## src/rtl/fbls_pkg.sv

```systemverilog
// ----------------------------------------------------------------------------
// fbls_pkg: shared types and constants of the fade / blink light sequencer
// Field widths, fixed-point constants, phase and command codes, unit controls.
// ----------------------------------------------------------------------------
`default_nettype none

package fbls_pkg;

    localparam int COLOR_W   = 32;
    localparam int CHAN_W    = 8;
    localparam int NUM_CHAN  = COLOR_W / CHAN_W;
    localparam int GLOW_W    = 17;
    localparam int FRAC_W    = 16;
    localparam int TIME_W    = 16;
    localparam int PHASE_W   = 2;
    localparam int FUNC_W    = 2;
    localparam int CFG_IDX_W = 2;
    localparam int CFG_DATA_W = 32;

    // Q1.16 one and one half
    localparam logic [GLOW_W-1:0] Q_ONE  = 17'h10000;
    localparam logic [GLOW_W-1:0] Q_HALF = 17'h08000;

    typedef enum logic [PHASE_W-1:0] {
        PH_IDLE  = 2'd0,
        PH_IN    = 2'd1,
        PH_BLINK = 2'd2,
        PH_OUT   = 2'd3
    } phase_t;

    typedef enum logic [FUNC_W-1:0] {
        FN_TICK  = 2'd0,
        FN_BEGIN = 2'd1,
        FN_END   = 2'd2
    } func_t;

    typedef enum logic [CFG_IDX_W-1:0] {
        CFG_FADE_TICKS   = 2'd0,
        CFG_BLINK_PERIOD = 2'd1,
        CFG_REST_COLOR   = 2'd2,
        CFG_LIT_COLOR    = 2'd3
    } cfg_idx_t;

    // divider command: start pulse, and fraction mode (16 steps) vs modulo (17 steps)
    typedef struct packed {
        logic start;
        logic frac_mode;
    } div_ctl_t;

endpackage

`default_nettype wire

```

## src/rtl/fbls_div.sv

```systemverilog
// ----------------------------------------------------------------------------
// fbls_div: bit-serial restoring divider
// One quotient bit per cycle. Remainder starts at hi (must be below den),
// bits of lo shift in MSB first. Modulo mode runs 17 steps, fraction 16.
// ----------------------------------------------------------------------------
`default_nettype none

module fbls_div (
    input  wire logic                         aclk,
    input  wire logic                         aresetn,
    input  wire fbls_pkg::div_ctl_t           ctl,
    input  wire logic [fbls_pkg::FRAC_W-1:0]  hi,
    input  wire logic [fbls_pkg::FRAC_W:0]    lo,
    input  wire logic [fbls_pkg::FRAC_W-1:0]  den,
    output logic                              done,
    output logic [fbls_pkg::FRAC_W-1:0]       rem,
    output logic [fbls_pkg::FRAC_W-1:0]       quo
);
    import fbls_pkg::*;

    localparam int CNT_W = $clog2(FRAC_W + 2);

    logic [FRAC_W-1:0] rem_reg, rem_next;
    logic [FRAC_W:0]   lo_reg, lo_next;
    logic [FRAC_W-1:0] quo_reg, quo_next;
    logic [CNT_W-1:0]  cnt_reg, cnt_next;
    logic              done_reg, done_next;

    logic [FRAC_W:0]   trial;
    logic [FRAC_W:0]   diff;
    logic              ge;

    always_comb begin
        trial = {rem_reg, lo_reg[FRAC_W]};
        diff  = trial - {1'b0, den};
        ge    = (trial >= {1'b0, den});

        rem_next  = rem_reg;
        lo_next   = lo_reg;
        quo_next  = quo_reg;
        cnt_next  = cnt_reg;
        done_next = 1'b0;

        if (ctl.start) begin
            rem_next = hi;
            lo_next  = lo;
            quo_next = '0;
            cnt_next = ctl.frac_mode ? CNT_W'(FRAC_W) : CNT_W'(FRAC_W + 1);
        end else if (cnt_reg != '0) begin
            rem_next  = ge ? diff[FRAC_W-1:0] : trial[FRAC_W-1:0];
            lo_next   = {lo_reg[FRAC_W-1:0], 1'b0};
            quo_next  = {quo_reg[FRAC_W-2:0], ge};
            cnt_next  = cnt_reg - CNT_W'(1);
            done_next = (cnt_reg == CNT_W'(1));
        end
    end

    always_ff @(posedge aclk) begin
        if (!aresetn) begin
            cnt_reg  <= '0;
            done_reg <= 1'b0;
        end else begin
            cnt_reg  <= cnt_next;
            done_reg <= done_next;
        end
        rem_reg <= rem_next;
        lo_reg  <= lo_next;
        quo_reg <= quo_next;
    end

    assign done = done_reg;
    assign rem  = rem_reg;
    assign quo  = quo_reg;

endmodule

`default_nettype wire

```

## src/rtl/fbls_lerp.sv

```systemverilog
// ----------------------------------------------------------------------------
// fbls_lerp: bit-serial linear interpolation, four color lanes and one glow lane
// Each lane accumulates (end - start) * t, one bit of t per cycle MSB first,
// then adds start plus the rounding half and keeps the integer part; t is Q1.16.
// ----------------------------------------------------------------------------
`default_nettype none

module fbls_lerp (
    input  wire logic                          aclk,
    input  wire logic                          aresetn,
    input  wire logic                          start,
    input  wire logic [fbls_pkg::GLOW_W-1:0]   t,
    input  wire logic [fbls_pkg::COLOR_W-1:0]  s_color,
    input  wire logic [fbls_pkg::COLOR_W-1:0]  e_color,
    input  wire logic [fbls_pkg::GLOW_W-1:0]   s_glow,
    input  wire logic [fbls_pkg::GLOW_W-1:0]   e_glow,
    output logic                               done,
    output logic [fbls_pkg::COLOR_W-1:0]       color,
    output logic [fbls_pkg::GLOW_W-1:0]        glow
);
    import fbls_pkg::*;

    localparam int CNT_W  = $clog2(GLOW_W + 1);
    localparam int CD_W   = CHAN_W + 1;        // color difference, two's complement
    localparam int GD_W   = GLOW_W + 1;        // glow difference
    localparam int CACC_W = CHAN_W + GLOW_W;   // |d*t| < 2^24
    localparam int GACC_W = 2 * GLOW_W;        // |d*t| <= 2^32

    logic [GLOW_W-1:0]  t_reg, t_next;
    logic [CNT_W-1:0]   cnt_reg, cnt_next;
    logic               done_reg, done_next;
    logic [COLOR_W-1:0] sc_reg, sc_next;
    logic [GLOW_W-1:0]  sg_reg, sg_next;
    logic [CD_W-1:0]    dc_reg [NUM_CHAN];
    logic [CD_W-1:0]    dc_next [NUM_CHAN];
    logic [CACC_W-1:0]  ac_reg [NUM_CHAN];
    logic [CACC_W-1:0]  ac_next [NUM_CHAN];
    logic [GD_W-1:0]    dg_reg, dg_next;
    logic [GACC_W-1:0]  ag_reg, ag_next;

    logic [CACC_W-1:0]  c_round [NUM_CHAN];
    logic [GACC_W-1:0]  g_round;

    always_comb begin
        t_next    = t_reg;
        cnt_next  = cnt_reg;
        done_next = 1'b0;
        sc_next   = sc_reg;
        sg_next   = sg_reg;
        dg_next   = dg_reg;
        ag_next   = ag_reg;
        for (int i = 0; i < NUM_CHAN; i++) begin
            dc_next[i] = dc_reg[i];
            ac_next[i] = ac_reg[i];
        end

        if (start) begin
            t_next   = t;
            cnt_next = CNT_W'(GLOW_W);
            sc_next  = s_color;
            sg_next  = s_glow;
            dg_next  = {1'b0, e_glow} - {1'b0, s_glow};
            ag_next  = '0;
            for (int i = 0; i < NUM_CHAN; i++) begin
                dc_next[i] = {1'b0, e_color[i*CHAN_W +: CHAN_W]}
                           - {1'b0, s_color[i*CHAN_W +: CHAN_W]};
                ac_next[i] = '0;
            end
        end else if (cnt_reg != '0) begin
            // acc = 2*acc + (t bit ? d : 0), sign-extended by hand
            for (int i = 0; i < NUM_CHAN; i++) begin
                ac_next[i] = {ac_reg[i][CACC_W-2:0], 1'b0}
                           + (t_reg[GLOW_W-1]
                              ? {{(CACC_W-CD_W){dc_reg[i][CD_W-1]}}, dc_reg[i]}
                              : CACC_W'(0));
            end
            ag_next = {ag_reg[GACC_W-2:0], 1'b0}
                    + (t_reg[GLOW_W-1]
                       ? {{(GACC_W-GD_W){dg_reg[GD_W-1]}}, dg_reg}
                       : GACC_W'(0));
            t_next    = {t_reg[GLOW_W-2:0], 1'b0};
            cnt_next  = cnt_reg - CNT_W'(1);
            done_next = (cnt_reg == CNT_W'(1));
        end
    end

    // start + floor((d*t + half) / 2^16): bits above FRAC_W are the floor
    always_comb begin
        for (int i = 0; i < NUM_CHAN; i++) begin
            c_round[i] = ac_reg[i] + CACC_W'(Q_HALF);
            color[i*CHAN_W +: CHAN_W] = sc_reg[i*CHAN_W +: CHAN_W]
                                      + c_round[i][FRAC_W +: CHAN_W];
        end
        g_round = ag_reg + GACC_W'(Q_HALF);
        glow    = sg_reg + g_round[FRAC_W +: GLOW_W];
    end

    always_ff @(posedge aclk) begin
        if (!aresetn) begin
            cnt_reg  <= '0;
            done_reg <= 1'b0;
        end else begin
            cnt_reg  <= cnt_next;
            done_reg <= done_next;
        end
        t_reg  <= t_next;
        sc_reg <= sc_next;
        sg_reg <= sg_next;
        dg_reg <= dg_next;
        ag_reg <= ag_next;
        for (int i = 0; i < NUM_CHAN; i++) begin
            dc_reg[i] <= dc_next[i];
            ac_reg[i] <= ac_next[i];
        end
    end

    assign done = done_reg;

endmodule

`default_nettype wire

```

## src/rtl/fade_blink_light_sequencer.sv

```systemverilog
// ----------------------------------------------------------------------------
// fade_blink_light_sequencer: four-phase light sequencer (idle, fade in,
// blink, fade out) with bit-serial divide and interpolate units
// ----------------------------------------------------------------------------
//
//  channel | direction | beat contents (low bits first)
//  --------+-----------+--------------------------------------------------
//  cfg     | in        | cfg_index = register, cfg_data = value
//  s_      | in        | tuser = func[1:0], tdata = delta_time[15:0]
//  m_      | out       | tdata = color_out[31:0], glow_out[48:32],
//          |           |         phase_out[50:49], zero pad [55:51]
//
//  Sequence: a fading tick runs a timer check, a 16-step serial divide for
//  fade progress, then a 17-step serial lerp; once the timer has reached
//  the fade length the divide is skipped. A blinking tick runs a 17-step
//  modulo, then a 16-step fraction divide on the same divider; any other
//  beat goes straight to the output. s_tready returns as the result is
//  loaded into the m_ register. One beat is in flight at a time.
//  Reset: synchronous, active low; all registers but t, sum and m_tdata reset.
//  Stalls: a finished result sits in the m_ output register; the next s_
//  beat is taken meanwhile and its result waits for that register to free.
//
`default_nettype none

module fade_blink_light_sequencer (
    input  wire logic                               aclk,
    input  wire logic                               aresetn,

    input  wire logic                               cfg_valid,
    output logic                                    cfg_ready,
    input  wire logic [fbls_pkg::CFG_IDX_W-1:0]     cfg_index,
    input  wire logic [fbls_pkg::CFG_DATA_W-1:0]    cfg_data,

    input  wire logic                               s_tvalid,
    output logic                                    s_tready,
    input  wire logic [fbls_pkg::TIME_W-1:0]        s_tdata,   // delta_time
    input  wire logic [fbls_pkg::FUNC_W-1:0]        s_tuser,   // func

    output logic                                    m_tvalid,
    input  wire logic                               m_tready,
    // color_out [31:0], glow_out [48:32], phase_out [50:49], zero pad above
    output logic [((fbls_pkg::COLOR_W + fbls_pkg::GLOW_W + fbls_pkg::PHASE_W + 7) / 8) * 8 - 1:0]
                                                    m_tdata
);
    import fbls_pkg::*;

    localparam int OUT_BITS = COLOR_W + GLOW_W + PHASE_W;
    localparam int OUT_W    = ((OUT_BITS + 7) / 8) * 8;

    typedef enum logic [2:0] {
        ST_READY,
        ST_FADE_START,
        ST_FADE_DIV,
        ST_FADE_LERP,
        ST_BLINK_MOD,
        ST_BLINK_FRAC,
        ST_EMIT
    } state_t;

    // control
    state_t             state_reg, state_next;
    phase_t             phase_reg, phase_next;
    div_ctl_t           div_ctl_reg, div_ctl_next;
    logic               lerp_start_reg, lerp_start_next;
    logic               m_tvalid_reg, m_tvalid_next;

    // configuration
    logic [TIME_W-1:0]  fade_ticks_reg, fade_ticks_next;
    logic [TIME_W-1:0]  blink_period_reg, blink_period_next;
    logic [COLOR_W-1:0] rest_color_reg, rest_color_next;
    logic [COLOR_W-1:0] lit_color_reg, lit_color_next;

    // sequencer state
    logic [TIME_W-1:0]  fade_timer_reg, fade_timer_next;
    logic [TIME_W-1:0]  blink_pos_reg, blink_pos_next;
    logic [COLOR_W-1:0] color_reg, color_next;
    logic [GLOW_W-1:0]  glow_reg, glow_next;
    logic [COLOR_W-1:0] start_color_reg, start_color_next;
    logic [GLOW_W-1:0]  start_glow_reg, start_glow_next;

    // work registers
    logic [GLOW_W-1:0]  t_reg, t_next;       // fade progress, Q1.16
    logic [TIME_W:0]    sum_reg, sum_next;   // blink position + delta
    logic [OUT_W-1:0]   m_tdata_reg, m_tdata_next;

    // unit hookup
    logic [FRAC_W-1:0]  div_hi;
    logic [FRAC_W:0]    div_lo;
    logic [FRAC_W-1:0]  div_den;
    logic               div_done;
    logic [FRAC_W-1:0]  div_rem;
    logic [FRAC_W-1:0]  div_quo;
    logic               lerp_done;
    logic [COLOR_W-1:0] lerp_color;
    logic [GLOW_W-1:0]  lerp_glow;
    logic [COLOR_W-1:0] end_color;
    logic [GLOW_W-1:0]  end_glow;

    logic               s_accept;
    logic [TIME_W:0]    timer_sum;
    logic [GLOW_W-1:0]  two_u;
    logic [GLOW_W:0]    tri_down;

    assign s_accept  = s_tvalid && s_tready;
    assign s_tready  = (state_reg == ST_READY);
    assign cfg_ready = 1'b1;

    // operands follow the state in which the start pulse lands
    always_comb begin
        div_hi = '0;
        div_lo = '0;
        unique case (state_reg)
            ST_FADE_DIV:   div_hi = fade_timer_reg;
            ST_BLINK_MOD:  div_lo = sum_reg;
            ST_BLINK_FRAC: div_hi = blink_pos_reg;
            default: ;
        endcase
        if (state_reg == ST_FADE_DIV) begin
            div_den = fade_ticks_reg;
        end else begin
            // a zero period behaves as a period of one
            div_den = (blink_period_reg == '0) ? TIME_W'(1) : blink_period_reg;
        end
    end

    // fade in heads for the lit color at full glow, fade out for rest and dark
    assign end_color = (phase_reg == PH_IN) ? lit_color_reg : rest_color_reg;
    assign end_glow  = (phase_reg == PH_IN) ? Q_ONE : GLOW_W'(0);

    fbls_div u_div (
        .aclk    (aclk),
        .aresetn (aresetn),
        .ctl     (div_ctl_reg),
        .hi      (div_hi),
        .lo      (div_lo),
        .den     (div_den),
        .done    (div_done),
        .rem     (div_rem),
        .quo     (div_quo)
    );

    fbls_lerp u_lerp (
        .aclk    (aclk),
        .aresetn (aresetn),
        .start   (lerp_start_reg),
        .t       (t_reg),
        .s_color (start_color_reg),
        .e_color (end_color),
        .s_glow  (start_glow_reg),
        .e_glow  (end_glow),
        .done    (lerp_done),
        .color   (lerp_color),
        .glow    (lerp_glow)
    );

    always_comb begin
        state_next        = state_reg;
        phase_next        = phase_reg;
        div_ctl_next      = '0;
        lerp_start_next   = 1'b0;
        m_tvalid_next     = m_tvalid_reg;
        fade_ticks_next   = fade_ticks_reg;
        blink_period_next = blink_period_reg;
        rest_color_next   = rest_color_reg;
        lit_color_next    = lit_color_reg;
        fade_timer_next   = fade_timer_reg;
        blink_pos_next    = blink_pos_reg;
        color_next        = color_reg;
        glow_next         = glow_reg;
        start_color_next  = start_color_reg;
        start_glow_next   = start_glow_reg;
        t_next            = t_reg;
        sum_next          = sum_reg;
        m_tdata_next      = m_tdata_reg;

        timer_sum = {1'b0, fade_timer_reg} + {1'b0, s_tdata};
        two_u     = {div_quo, 1'b0};
        tri_down  = {2'b10, {FRAC_W{1'b0}}} - {1'b0, two_u};   // 2.0 - 2u

        if (cfg_valid && cfg_ready) begin
            unique case (cfg_idx_t'(cfg_index))
                CFG_FADE_TICKS:   fade_ticks_next   = cfg_data[TIME_W-1:0];
                CFG_BLINK_PERIOD: blink_period_next = cfg_data[TIME_W-1:0];
                CFG_REST_COLOR:   rest_color_next   = cfg_data[COLOR_W-1:0];
                CFG_LIT_COLOR:    lit_color_next    = cfg_data[COLOR_W-1:0];
            endcase
        end

        if (m_tready) begin
            m_tvalid_next = 1'b0;
        end

        unique case (state_reg)
            ST_READY: begin
                if (s_accept) begin
                    state_next = ST_EMIT;
                    unique case (func_t'(s_tuser))
                        FN_TICK: begin
                            unique case (phase_reg) inside
                                PH_IN, PH_OUT: begin
                                    // timer saturates at all ones
                                    fade_timer_next = timer_sum[TIME_W] ? '1
                                                    : timer_sum[TIME_W-1:0];
                                    state_next      = ST_FADE_START;
                                end
                                PH_BLINK: begin
                                    sum_next           = {1'b0, blink_pos_reg}
                                                       + {1'b0, s_tdata};
                                    div_ctl_next.start = 1'b1;
                                    state_next         = ST_BLINK_MOD;
                                end
                                default: ;
                            endcase
                        end
                        FN_BEGIN: begin
                            if (phase_reg == PH_IDLE || phase_reg == PH_OUT) begin
                                fade_timer_next  = '0;
                                phase_next       = PH_IN;
                                start_color_next = color_reg;
                                start_glow_next  = glow_reg;
                            end
                        end
                        FN_END: begin
                            if (phase_reg == PH_IN || phase_reg == PH_BLINK) begin
                                fade_timer_next  = '0;
                                phase_next       = PH_OUT;
                                start_color_next = color_reg;
                                start_glow_next  = glow_reg;
                            end
                        end
                        default: ;
                    endcase
                end
            end

            ST_FADE_START: begin
                if (fade_timer_reg >= fade_ticks_reg) begin
                    t_next          = Q_ONE;
                    lerp_start_next = 1'b1;
                    state_next      = ST_FADE_LERP;
                end else begin
                    div_ctl_next.start     = 1'b1;
                    div_ctl_next.frac_mode = 1'b1;
                    state_next             = ST_FADE_DIV;
                end
            end

            ST_FADE_DIV: begin
                if (div_done) begin
                    t_next          = {1'b0, div_quo};
                    lerp_start_next = 1'b1;
                    state_next      = ST_FADE_LERP;
                end
            end

            ST_FADE_LERP: begin
                if (lerp_done) begin
                    color_next = lerp_color;
                    glow_next  = lerp_glow;
                    if (t_reg == Q_ONE) begin
                        if (phase_reg == PH_IN) begin
                            phase_next     = PH_BLINK;
                            blink_pos_next = '0;
                        end else begin
                            phase_next = PH_IDLE;
                        end
                    end
                    state_next = ST_EMIT;
                end
            end

            ST_BLINK_MOD: begin
                if (div_done) begin
                    blink_pos_next         = div_rem;
                    div_ctl_next.start     = 1'b1;
                    div_ctl_next.frac_mode = 1'b1;
                    state_next             = ST_BLINK_FRAC;
                end
            end

            ST_BLINK_FRAC: begin
                if (div_done) begin
                    // triangle: rising half 2u, falling half 2 - 2u
                    glow_next  = div_quo[FRAC_W-1] ? tri_down[GLOW_W-1:0] : two_u;
                    state_next = ST_EMIT;
                end
            end

            ST_EMIT: begin
                if (!m_tvalid_reg || m_tready) begin
                    m_tdata_next  = OUT_W'({phase_reg, glow_reg, color_reg});
                    m_tvalid_next = 1'b1;
                    state_next    = ST_READY;
                end
            end

            default: state_next = ST_READY;
        endcase
    end

    always_ff @(posedge aclk) begin
        if (!aresetn) begin
            state_reg        <= ST_READY;
            phase_reg        <= PH_IDLE;
            div_ctl_reg      <= '0;
            lerp_start_reg   <= 1'b0;
            m_tvalid_reg     <= 1'b0;
            fade_ticks_reg   <= TIME_W'(1000);
            blink_period_reg <= TIME_W'(1000);
            rest_color_reg   <= '0;
            lit_color_reg    <= '1;
            fade_timer_reg   <= '0;
            blink_pos_reg    <= '0;
            color_reg        <= '0;
            glow_reg         <= '0;
            start_color_reg  <= '0;
            start_glow_reg   <= '0;
        end else begin
            state_reg        <= state_next;
            phase_reg        <= phase_next;
            div_ctl_reg      <= div_ctl_next;
            lerp_start_reg   <= lerp_start_next;
            m_tvalid_reg     <= m_tvalid_next;
            fade_ticks_reg   <= fade_ticks_next;
            blink_period_reg <= blink_period_next;
            rest_color_reg   <= rest_color_next;
            lit_color_reg    <= lit_color_next;
            fade_timer_reg   <= fade_timer_next;
            blink_pos_reg    <= blink_pos_next;
            color_reg        <= color_next;
            glow_reg         <= glow_next;
            start_color_reg  <= start_color_next;
            start_glow_reg   <= start_glow_next;
        end
        t_reg       <= t_next;
        sum_reg     <= sum_next;
        m_tdata_reg <= m_tdata_next;
    end

    assign m_tvalid = m_tvalid_reg;
    assign m_tdata  = m_tdata_reg;

endmodule

`default_nettype wire

```

## config.mk

```make
export PLATFORM = sky130hd
export DESIGN_NAME = fade_blink_light_sequencer
export DESIGN_NICKNAME = d
export VERILOG_FILES = /design/src/rtl/fbls_pkg.sv /design/src/rtl/fbls_div.sv /design/src/rtl/fbls_lerp.sv /design/src/rtl/fade_blink_light_sequencer.sv
export SDC_FILE = /design/constraint.sdc
export NUM_CORES = 2
export LEC_CHECK = 0
export BUFFER_PORTS_ARGS = -buffer_cell sky130_fd_sc_hd__buf_2
export CORE_MARGIN = 3
export CORE_UTILIZATION = 38
export DETAILED_ROUTE_END_ITERATION = 10
export GPL_ROUTABILITY_DRIVEN = 1
export HOLD_SLACK_MARGIN = 0.05
export PLACE_DENSITY = 0.55
export SYNTH_ARGS = -nofsm -noshare
export SYNTH_HDL_FRONTEND = slang
export SYNTH_SLANG_ARGS = --single-unit
```

## constraint.sdc

```tcl
create_clock -name aclk -period 4.7 [get_ports aclk]
set_input_delay 0.705 -clock aclk [delete_from_list [all_inputs] [get_ports aclk]]
set_output_delay 0.705 -clock aclk [all_outputs]
set_load 0.02 [all_outputs]
```

==> summary.txt <==
Outcome
  • Status: finished clean

Routing
  • Routed WL: 90.6 mm
  • Via count: 26900
  • Initial DRC count: 1500
  • DRT antenna net count: 0
  • Drt first pass iters: 5
  • DR WL/cell: 17.4 um
  • Via/cell ratio: 5.18
  • DRC: 0

Global routing
  • Initial antenna violation count: 7
  • GRT Total Usage: 0.185
  • Global-route wire length before repair: 145 mm
  • Vias in the first global route: 26100
  • Largest net degree at the start of global routing: 184
  • GRT Residual Overflow: 0

Timing
  • Final Critical Period: 4.15 ns
  • Worst-margin pin slew: 1.12 ns
  • RSZ-0062 raised after global routing: false
  • Fin crit share: 0.882
  • Setup_tns: 0 ns
  • Achievable Freq: 241 MHz
  • Rel. slew slack: 0.248
  • Slew Limit Fails: 0
  • Final Hold Fails: 0
  • Clock Skew: 0.0239 ns
  • Final setup violation count: 0

Die
  • Rows: 111
  • Io pins: 116
  • Initial Util: 0.384
  • Die Y: 311 um
  • Core Area: 91900 um2
  • Die area: 96700 um2
  • Die X: 311 um

Worst setup path
  • CP required: 5.05 ns
  • Crit Path Max Fanout: 3
  • Worst EP arrival: 4.50 ns
  • Worst path slowest cell: a2111oi_1
  • Startpoint of the worst-slack reg-to-reg timing path: blink_period_reg[6]
  • Worst Setup End Kind: flop
  • Worst path most repeated cell: a21o_1
  • Critical Path Start Type: flop
  • Crit path max-delay family: compound AO/OA/AOI/OAI gates
  • Reg2Reg Setup Slack: 0.55 ns
  • Crit-path max cell delay: 0.53 ns
  • Critical path buffers and inverters: 1
  • Crit-path cells: nor4_1 > a41oi_1 > a21oi_1 > ha_1 > inv_1 > fa_1 > a21o_1 > a21o_1 > a2111oi_1 > nor2_1 > a211oi_1 > nand2_1 > a21o_1 > a31oi_1 > o21ai_1
  • Reg2Reg Depth: 15
  • Path type of the worst setup path: flop to flop
  • RR Endpoint: u_div.rem[14]

Clocking
  • Setup Fix Bufs, Post-CTS: 0
  • Number of clock buffers inserted by TritonCTS: 76
  • Hold buffers post-CTS: 0
  • Resize count post-CTS: 0
  • Clk slew on worst S/H paths: 0.06 ns
  • Clk root buf: clkbuf_16
  • CTS tree: built
  • Max Root-Sink Buffers: 3
  • Skew-Pair Late Insertion Delay: 0.63 ns
  • CTS Sinks: 629
  • CTS H-tree lvls: 3

Synth
  • Async S/R FF share, synth: 0
  • XOR/XNOR Fraction of Synth Area: 0.0677
  • Adder-Cell Fraction of Synth Area: 0.109
  • Register bit total from synthesis: 629
  • Combinational family with the most area after synthesis: compound AO/OA/AOI/OAI gates
  • Seq/Total Area, Yosys: 0.424
  • Ys Warns: 0
  • Post-synthesis cell count: 3827
  • Number of synthesized flops with an enable pin: 237
  • Post-synthesis simple-gate area fraction: 0.162
  • Mapped Area: 35300 um2
  • Syn_area_per_cell: 9.23 um2
  • Post-synthesis cell type count: 83
  • Fraction of the mapped netlist area in compound gates: 0.178
  • Post-synthesis mux area share: 0.0257
  • Top_reg_cell synth: dfxtp_1

Cells and area
  • Layout Nets: 4247
  • Share of cells above drive strength 1: 0.0865
  • Most common cell after layout, fill and taps aside: nand2_1
  • Max reg flops: 96
  • Area growth from synthesis to layout: 12.4%
  • Most frequent cells in the layout: nand2_1 (649), dfxtp_1 (391), a21oi_1 (280), ha_1 (280), edfxtp_1 (237)
  • Fin cells: 5199
  • Fill cell count: 9107

Power and ir drop
  • P_leak: 16.2 nW
  • Power per cell area: 659 nW/um2
  • Worst VDD drop: 403 uV

Hold path
  • Hold Path End: lit_color_reg[31]
  • HP Start: cfg_data[31]
  • Hold path cells: 3
  • Hold Crit Class: input port to flop

Placed design
  • Port Buf Inserts: 109
  • Placer Congestion: 0.843
  • Cells after DPL: 5057
  • DP Wirelength: 63.7 mm

Flow run
  • # Max-Cap Violations: 0
synthesized netlist by cell type, types with 37 or more instances:
library cell    n  area share
inv_1         139       0.015
o21ai_0       122       0.017
ha_1          281        0.10
nand3_1       107       0.015
dfxtp_1       392        0.22
mux2_2         46       0.015
nor3_1         58      0.0082
a21o_1         97       0.021
o21bai_1       41      0.0087
a21oi_1       280       0.040
xnor2_1       181       0.045
and2_1         80       0.014
clkbuf_1      144       0.015
nor2_1        185       0.020
mux2i_1        39       0.011
a21boi_0      121       0.026
edfxtp_1      237        0.20
xor2_1         92       0.023
nand2_1       651       0.069
nor2b_1        37      0.0066
worst max-delay path by stage:
stage                         end  cells after the start           startpoint  slack [ns]
floorplan            u_div.rem[0]                     16         state_reg[0]        0.68
global placement    u_div.rem[14]                     17         state_reg[2]        0.61
detailed placement  u_div.rem[14]                     17         state_reg[2]        0.62
CTS                 u_div.rem[14]                     17         state_reg[2]        0.63
global route        u_div.rem[14]                     17         state_reg[2]        0.25
finish              u_div.rem[14]                     15  blink_period_reg[6]        0.55
cells by family after synthesis:
| group | Yosys count |
|---|---|
| AOI/OAI and AO/OA | 962 |
| xor gates and xnor gates | 273 |
| and+or+nand+nor | 1272 |
| buffers and inverters | 306 |
| other | 2 |
| adders and majority gates | 298 |
| DFF | 629 |
| muxes | 85 |
metal layers:
metal,track usage,wire length (um),up-vias,share of wire
met1,0.263,44800,12700,0.49
met3,0.0240,3450,112,0.038
met2,0.297,40600,436,0.45
met5,0,21,-,0.00023
met4,0.0462,1640,4,0.018
li1,-,-,13700,-
power by group:
part | total [mW] | switching [mW] | internal [mW]
combinational | 12.2 | 6.97 | 5.22
sequential | 8.08 | 0.979 | 7.10
clock | 5.90 | 2.39 | 3.51
total | 26.2 | 10.3 | 15.8
metrics by stage:
step	hold slack, ns	utilization	setup slack (ns)	power, mW	cell area, um2
global placement	0.437	0.405	0.610	20.3	37200
finish	0.307	0.432	0.554	26.2	39700
global route	0.294	0.432	0.247	28.4	39700
CTS	0.264	0.432	0.627	26.4	39700
floorplan	0.425	-	0.677	17.5	35300
detailed placement	0.443	0.405	0.620	20.4	37200
tightest hold or removal path, cell delays in order:
cell     delay, ns
buf_2         0.09
nand2_1       0.04
nand3_1       0.06
layout make-up:
class | count | area, um2 | area share
Antenna cell | 1 | 2.50 | 0.0000630
Clock buffer | 100 | 2070 | 0.0522
Clock inverter | 41 | 417 | 0.0105
Inverter | 141 | 529 | 0.0133
Multi-Input combinational cell | 2896 | 19300 | 0.485
Sequential cell | 629 | 15000 | 0.377
Tap cell | 1243 | 1560 | 0.0392
Timing Repair Buffer | 148 | 907 | 0.0228
(Power assumes the default switching activity.)
